$ cat config.mk
export PLATFORM = sky130hd
export DESIGN_NAME = cdm_cell
export DESIGN_NICKNAME = d
export VERILOG_FILES = /design/src/hw/rtl/cdm_pkg.sv /design/src/hw/rtl/cdm_cell.sv
export SDC_FILE = /design/constraint.sdc
export NUM_CORES = 2
export LEC_CHECK = 0
export ABC_AREA = 1
export BUFFER_PORTS_ARGS = -buffer_cell sky130_fd_sc_hd__buf_2
export CAP_MARGIN = 25
export CELL_PAD_IN_SITES_DETAIL_PLACEMENT = 1
export CELL_PAD_IN_SITES_GLOBAL_PLACEMENT = 2
export CORE_MARGIN = 5
export CORE_UTILIZATION = 39
export DETAILED_ROUTE_END_ITERATION = 10
export PLACE_DENSITY_LB_ADDON = 0.3
export SLEW_MARGIN = 10
export SYNTH_ARGS = -nofsm -noshare
export SYNTH_HDL_FRONTEND = slang
export SYNTH_SLANG_ARGS = --single-unit
$ cat constraint.sdc
create_clock -name clk -period 7.5 [get_ports clk]
set_clock_uncertainty 0.15 [all_clocks]
set_input_delay 1.5 -clock clk [delete_from_list [all_inputs] [get_ports clk]]
set_output_delay 1.5 -clock clk [all_outputs]
set_load 0.05 [all_outputs]
$ cat src/hw/rtl/cdm_pkg.sv
// Shared types and constants for the correlation distance matrix block.
// Used by cdm_cell, cdm_dist and correlation_distance_matrix; no dependencies.

package cdm_pkg;

    localparam int MAX_GENES   = 16;
    localparam int MAX_SAMPLES = 256;
    localparam int SAMPLE_BITS = 16;
    localparam int GENE_W      = 4;    // gene index width
    localparam int GCNT_W      = 5;    // gene_count register width
    localparam int CNT_W       = 9;    // complete row count, holds MAX_SAMPLES
    localparam int SUM_W       = 24;   // column sum
    localparam int PROD_W      = 40;   // cross-product sum
    localparam int VAR_W       = 50;   // n*P - Si*Sj, signed
    localparam int SQ_W        = 100;  // product of two variance terms
    localparam int RES_W       = 134;  // search residual and trial terms
    localparam int DIST_W      = 16;
    localparam int Q_BITS      = 16;   // correlation bits found by the search
    localparam int Q_FRAC      = 15;   // fraction bits of the correlation

    localparam logic [1:0] KIND_LOAD  = 2'd0;
    localparam logic [1:0] KIND_CLEAR = 2'd1;
    localparam logic [1:0] KIND_QUERY = 2'd2;

    localparam logic STATUS_OK    = 1'b0;
    localparam logic STATUS_RANGE = 1'b1;

    localparam logic [DIST_W-1:0] DIST_ONE  = DIST_W'(32768);
    localparam logic [DIST_W-1:0] DIST_ZERO = '0;

    typedef struct packed {
        logic [1:0]                    kind;
        logic signed [SAMPLE_BITS-1:0] sample_value;
        logic [GENE_W-1:0]             gene_a;
        logic [GENE_W-1:0]             gene_b;
    } item_t;

    typedef struct packed {
        logic [DIST_W-1:0] distance;
        logic              status;
        logic              capacity_exceeded;
    } result_t;

    // Sample traveling down the cell chain
    typedef struct packed {
        logic                          valid;
        logic signed [SAMPLE_BITS-1:0] value;
        logic [GENE_W-1:0]             col;
    } token_t;

    // Operands gathered for one distance query
    typedef struct packed {
        logic [CNT_W-1:0]         n;
        logic signed [PROD_W-1:0] paa;
        logic signed [PROD_W-1:0] pbb;
        logic signed [PROD_W-1:0] pab;
        logic signed [SUM_W-1:0]  sa;
        logic signed [SUM_W-1:0]  sb;
    } operands_t;

endpackage

$ cat src/hw/rtl/cdm_cell.sv
// One gene column of the chain: row buffer entry, column sum and the
// cross-product sums P[r][index] for rows r >= index. Depends on cdm_pkg.

module cdm_cell (
    input  logic                          clk,
    input  logic                          rst_n,
    input  logic [cdm_pkg::GENE_W-1:0]    index,
    input  logic                          clear,
    input  cdm_pkg::token_t               tok_in,
    output cdm_pkg::token_t               tok_out,
    input  logic                          rd_diag,
    input  logic [cdm_pkg::GENE_W-1:0]    rd_row,
    output logic signed [cdm_pkg::PROD_W-1:0] rd_data,
    output logic signed [cdm_pkg::SUM_W-1:0]  col_sum
);

    cdm_pkg::token_t                            tok_reg;
    logic signed [cdm_pkg::SAMPLE_BITS-1:0]     buf_reg;
    logic signed [cdm_pkg::SUM_W-1:0]           sum_reg;
    logic signed [cdm_pkg::PROD_W-1:0]          cross_reg [cdm_pkg::MAX_GENES];

    logic signed [cdm_pkg::SAMPLE_BITS-1:0]     mult_a;
    logic signed [2*cdm_pkg::SAMPLE_BITS-1:0]   prod;
    logic                                       own_col;
    logic                                       hit;

    // Square on the own column, product with the buffered sample before it
    always_comb
    begin
        own_col = (tok_in.col == index);
        hit     = tok_in.valid && (index <= tok_in.col);
        mult_a  = own_col ? tok_in.value : buf_reg;
        prod    = mult_a * tok_in.value;
    end

    // Hold sums, pass the token on every cycle
    always_ff @(posedge clk or negedge rst_n)
    begin
        if (!rst_n)
        begin
            tok_reg <= '0;
            buf_reg <= '0;
            sum_reg <= '0;
            for (int r = 0; r < cdm_pkg::MAX_GENES; r++)
            begin
                cross_reg[r] <= '0;
            end
        end
        else
        begin
            tok_reg <= tok_in;
            if (clear)
            begin
                sum_reg <= '0;
                for (int r = 0; r < cdm_pkg::MAX_GENES; r++)
                begin
                    cross_reg[r] <= '0;
                end
            end
            else if (hit)
            begin
                cross_reg[tok_in.col] <= cross_reg[tok_in.col] + cdm_pkg::PROD_W'(prod);
                if (own_col)
                begin
                    buf_reg <= tok_in.value;
                    sum_reg <= sum_reg + cdm_pkg::SUM_W'(tok_in.value);
                end
            end
        end
    end

    assign tok_out = tok_reg;
    assign rd_data = cross_reg[rd_diag ? index : rd_row];
    assign col_sum = sum_reg;

endmodule

* After elaboration in Yosys (flattened, before gate mapping)
Cells that the tools add are included.
Widths: inputs -> output; s select.
** Word-level totals
- Output and inout port bits :: 85
- Register bits after elaboration :: 701
- Word-level logic and storage cells :: 54
** Operators by class
- Order comparisons :: 4
- Bitwise operators :: 3
- Multiply operators :: 1
- Add/sub/neg operators :: 2
- Mux-type cells :: 16
- Eq/ne operators :: 1
- Reductions and logical operators :: 6
** Operators with widths (count)
- $mux 640 :: 2
- $bwmux 640 :: 1
- $bmux 40 s4 :: 2
- $mux 40 :: 5
- $demux 40 s4 :: 1
- $mux 24 :: 3
- $add 40x32->40 :: 1
- $mul 16x16->32 :: 1
- $add 24x16->24 :: 1
- $mux 16 :: 1
- $ge 5x5->1 const B :: 2
- $not 4->5 :: 2
- $lt 5x1->1 const B :: 1
- $eq 4x4->1 :: 1
- $le 4x4->1 :: 1
- $mux 4 :: 1
- $reduce_and 2->1 :: 2
- $reduce_bool 2->1 :: 2
- $logic_and 1x1->1 :: 2
- $not 1->1 :: 1

* Longest topological paths before layout
- Word-level depth :: 8
- Gate-level depth with buffers :: 38

* Least setup slack after synthesis
Ideal clock, no wire load.
- Path type :: input to register
- From :: in tok_in[1] (netlist name)
- To :: reg cross_reg[399] (netlist name)
- Setup time :: 118 ps
- Arrival time :: 8004 ps
- Path slack :: -772 ps
- Stages :: 33
- Cell sequence :: inv_1 > ha_1 > nand2_1 > inv_1 > nand2_1 > nand2_1 > nand2_1 > clkbuf_1 > nor2_1 > fa_1 > fa_1 > inv_1 > fa_1 > fa_1 > inv_1 > fa_1 > inv_1 > fa_1 > inv_1 > ha_1 > nand2_1 > inv_1 > nand2_1 > nand2_1 > nand2_1 > nand3_1 > nor2_1 > nand2_1 > nor2_1 > nand3_2 > buf_2 > nand3_1 > nand2_1
** Between the ends
- Longest elaborated chain between the ends :: 8
- Elaborated cells on any way between the ends :: 19
** RTL lines
- from (decl) :: RTL line cdm_cell.sv:9 : input cdm_pkg::token_t tok_in,
- branches (longest 8 deep; another with $add 40x32->40)
- to (signal, indexed assignment) :: RTL line cdm_cell.sv:62 : cross_reg[tok_in.col] <= cross_reg[tok_in.col] + cdm_pkg::PROD_W'(prod);
- to (decl) :: RTL line cdm_cell.sv:20 : logic signed [cdm_pkg::PROD_W-1:0] cross_reg [cdm_pkg::MAX_GENES];
Several ways; the timed one is not identified. The select of a mux whose other input is x is not followed.
A chain may end at the register's enable or synchronous reset.

* Final worst setup path
- From :: in tok_in[1] (netlist name)
- To :: reg cross_reg[317] (netlist name)
The elaborated chain is that of the path after synthesis.

==> results.json <==
{
  "status": "finished, violations left",
  "violations": "negative setup slack",
  "insertion_delay_ns": 0.72,
  "syn-num-nets": 6943,
  "antenna_found_initial": 4,
  "yosys.area.top_type": "dfrtp_1",
  "timing.critical_path.mode_cell": "fa_1",
  "tightest_slew_ns": 1.12,
  "dieArea_um2": 137000,
  "ys_top_cells_by_count": "nand2_1 (1316), inv_1 (940), dfrtp_1 (701)",
  "hp-class": "flip-flop to flip-flop",
  "postCtsHoldBufs": 0,
  "slew_violations": 0,
  "ioPinCount": 118,
  "avgSynthCellArea_um2": 7.85,
  "crit_type": "input port to flip-flop",
  "numCtsBuffers": 88,
  "ys.warnings.count": 0,
  "grt_start_max_net_pins": 140,
  "fillers": 15300,
  "initial_core_util_pct": 39.1,
  "synth_top_family_by_area": "simple AND/OR/NAND/NOR gates",
  "htree_levels": 3,
  "placementRows": 132,
  "setup_ws_ns": -0.286,
  "area_delta_synth_final_pct": 26.1,
  "critPathMaxFanout": 8,
  "slowest_delay_ns": 0.54,
  "finalHoldViolations": 0,
  "pre_cts_slack_ns": -1.14,
  "synthAdderAreaFrac_pct": 16.6,
  "crit_slowest_cell": "fa_1",
  "max_cap_violations": 0,
  "crit_required_ns": 7.99,
  "dr.pass1.iters": 6,
  "grt_pass1_wl_um": 351000,
  "cts.sinks": 701,
  "synth_cell_type_count": 51,
  "largest_reg_flops": 640,
  "ys_seq_area_share_pct": 34.7,
  "clk_path_buf_depth": 3,
  "rsz0062_at_grt": "true",
  "fmax_mhz": 128,
  "worst_ep_arrival_time_ns": 8.27,
  "wirelength_um": 247000,
  "grt_use_total_pct": 34.2,
  "endpoint_kind": "flip-flop",
  "yosys-top-cells-area": "dfrtp_1 (35%), fa_1 (13%), nand2_1 (9.8%)",
  "synthSimpleGateAreaFrac_pct": 18.8,
  "io_buffers": 117,
  "cts_tree": "done",
  "die_h_um": 370,
  "clk_pin_slew_ns": 0.06,
  "drt-initial-drc-count": 4899,
  "antenna_left": 0,
  "vias": 52500,
  "nets": 7421,
  "final-setup-viol-count": 203,
  "synth_flop_cell": "dfrtp_1",
  "layout_min_cycle_time_ns": 7.79,
  "critPathLaunchType": "input port",
  "place_area_um2": 57500,
  "synth.most_common_cell": "nand2_1",
  "seqCellArea_um2": 17500,
  "drc_errors": 0,
  "synth.mux.area_fraction_pct": 0,
  "dieWidth_um": 370,
  "post_synth_xor_area_fraction_pct": 0.413,
  "synth-compound-area-share_pct": 18.4,
  "synth_top_area_share_pct": 34.7,
  "ys_ff_latch": 701,
  "synthCells": 6437,
  "wl_per_cell_um": 28.3,
  "cts_root_buffer": "clkbuf_16",
  "multi_input_area_um2": 29600,
  "async_flop_share_pct": 100,
  "core_um2": 129000,
  "grt_pass1_vias": 53500,
  "vias_per_cell": 6.02,
  "slew_headroom_pct": 25.5,
  "hpwl_um": 158000,
  "syn_area_um2": 50500,
  "gp_congestion": 0.937,
  "synth_edf_count": 0,
  "grt.overflow.total": 0,
  "fin_crit_sh_pct": 104,
  "drive_above_1_share_pct": 20.5,
  "finalInstanceArea_um2": 63700
}
[layer usage]
| metal | vias to the layer above | wire, um | global-route usage (%) |
|---|---|---|---|
| met5 | - | 7 | 0 |
| met4 | 2 | 18300 | 19.4 |
| met3 | 830 | 21900 | 7.13 |
| met2 | 2560 | 111000 | 53.3 |
| met1 | 26800 | 96100 | 44.4 |
| li1 | 22300 | - | - |
[worst max-delay path: cells and delay by family]
| kind | cells | cell delay [ns] |
|---|---|---|
| AOI/OAI and AO/OA | 1 | 0.30 |
| adders and majority gates | 8 | 3.59 |
| buffers and inverters | 13 | 1.50 |
| and+or+nand+nor | 10 | 1.35 |
[metrics by stage]
stage | cells | TNS (ns) | hold slack, ns | utilization [%]
6_report | 8731 | -19.47 | 0.329 | 49.3
5_1_grt | 8726 | -58.21 | 0.360 | 49.3
4_1_cts | 8644 | -0.601 | 0.335 | 47.5
3_5_place_dp | 8454 | -407.31 | 0.320 | 44.5
3_3_place_gp | 8453 | -337.20 | 0.314 | 44.5
2_1_floorplan | 6437 | -11.03 | 0.299 | -
[layout make-up]
| type | count | share of cell area (%) |
|---|---|---|
| well taps | 1742 | 3.42 |
| diodes | 5 | 0.0196 |
| clock buffers | 127 | 4.05 |
| repair buffers | 810 | 12.0 |
| inverters | 980 | 5.89 |
| clock inverters | 32 | 0.620 |
| flip-flops and latches | 701 | 27.5 |
| multi-input cells | 4334 | 46.4 |
[placed cells by master (no fill, tap or decap), drive strengths merged, types with 3 or more instances in the layout]
cell type / n
a21o: 7
a21oi: 283
a221oi: 21
a22oi: 42
buf: 795
bufinv: 7
clkbuf: 140
clkinv: 32
clkinvlp: 3
dfrtp: 701
diode: 5
fa: 331
ha: 142
inv: 970
nand2: 1333
nand3: 578
nand4: 27
nor2: 307
nor3: 10
o2111a: 18
o211ai: 113
o21ai: 597
o21bai: 11
o221ai: 66
o22ai: 407
or2: 5
xnor2: 15
xor2: 8
[worst paths after layout]
| path | from | end | slack [ns] | cells past startpoint |
|---|---|---|---|---|
| worst max register to register | buf_reg[13] | cross_reg[317] | 0.69 | 27 |
| worst max-delay path | tok_in[1] | cross_reg[317] | -0.29 | 32 |
| max in group asynchronous | rst_n | cross_reg[272] | 4.91 | 2 |
| worst min-delay path | cross_reg[279] | cross_reg[279] | 0.33 | 2 |
| worst min register to register | cross_reg[279] | cross_reg[279] | 0.33 | 2 |
| min in group asynchronous | rst_n | cross_reg[253] | 0.75 | 1 |
[cells by family after synthesis]
family	Yosys count
XOR/XNOR	23
buffers and inverters	1407
flip-flops	701
adder cells (fa/ha/maj)	473
AND/OR/NAND/NOR	2260
AO/OA/AOI/OAI	1573
[timing repair]
action | 4_1_cts | 5_1_grt
setup endpoints to repair | 353 | 479
buffers inserted | 28 | 65
gates cloned | 3 | 18
pin swaps | 33 | 126
gates resized for setup | 103 | 417
Power is left out: the tool's default activity adds up to more than one toggle a clock period on the data nets, which glitch-free logic cannot reach.
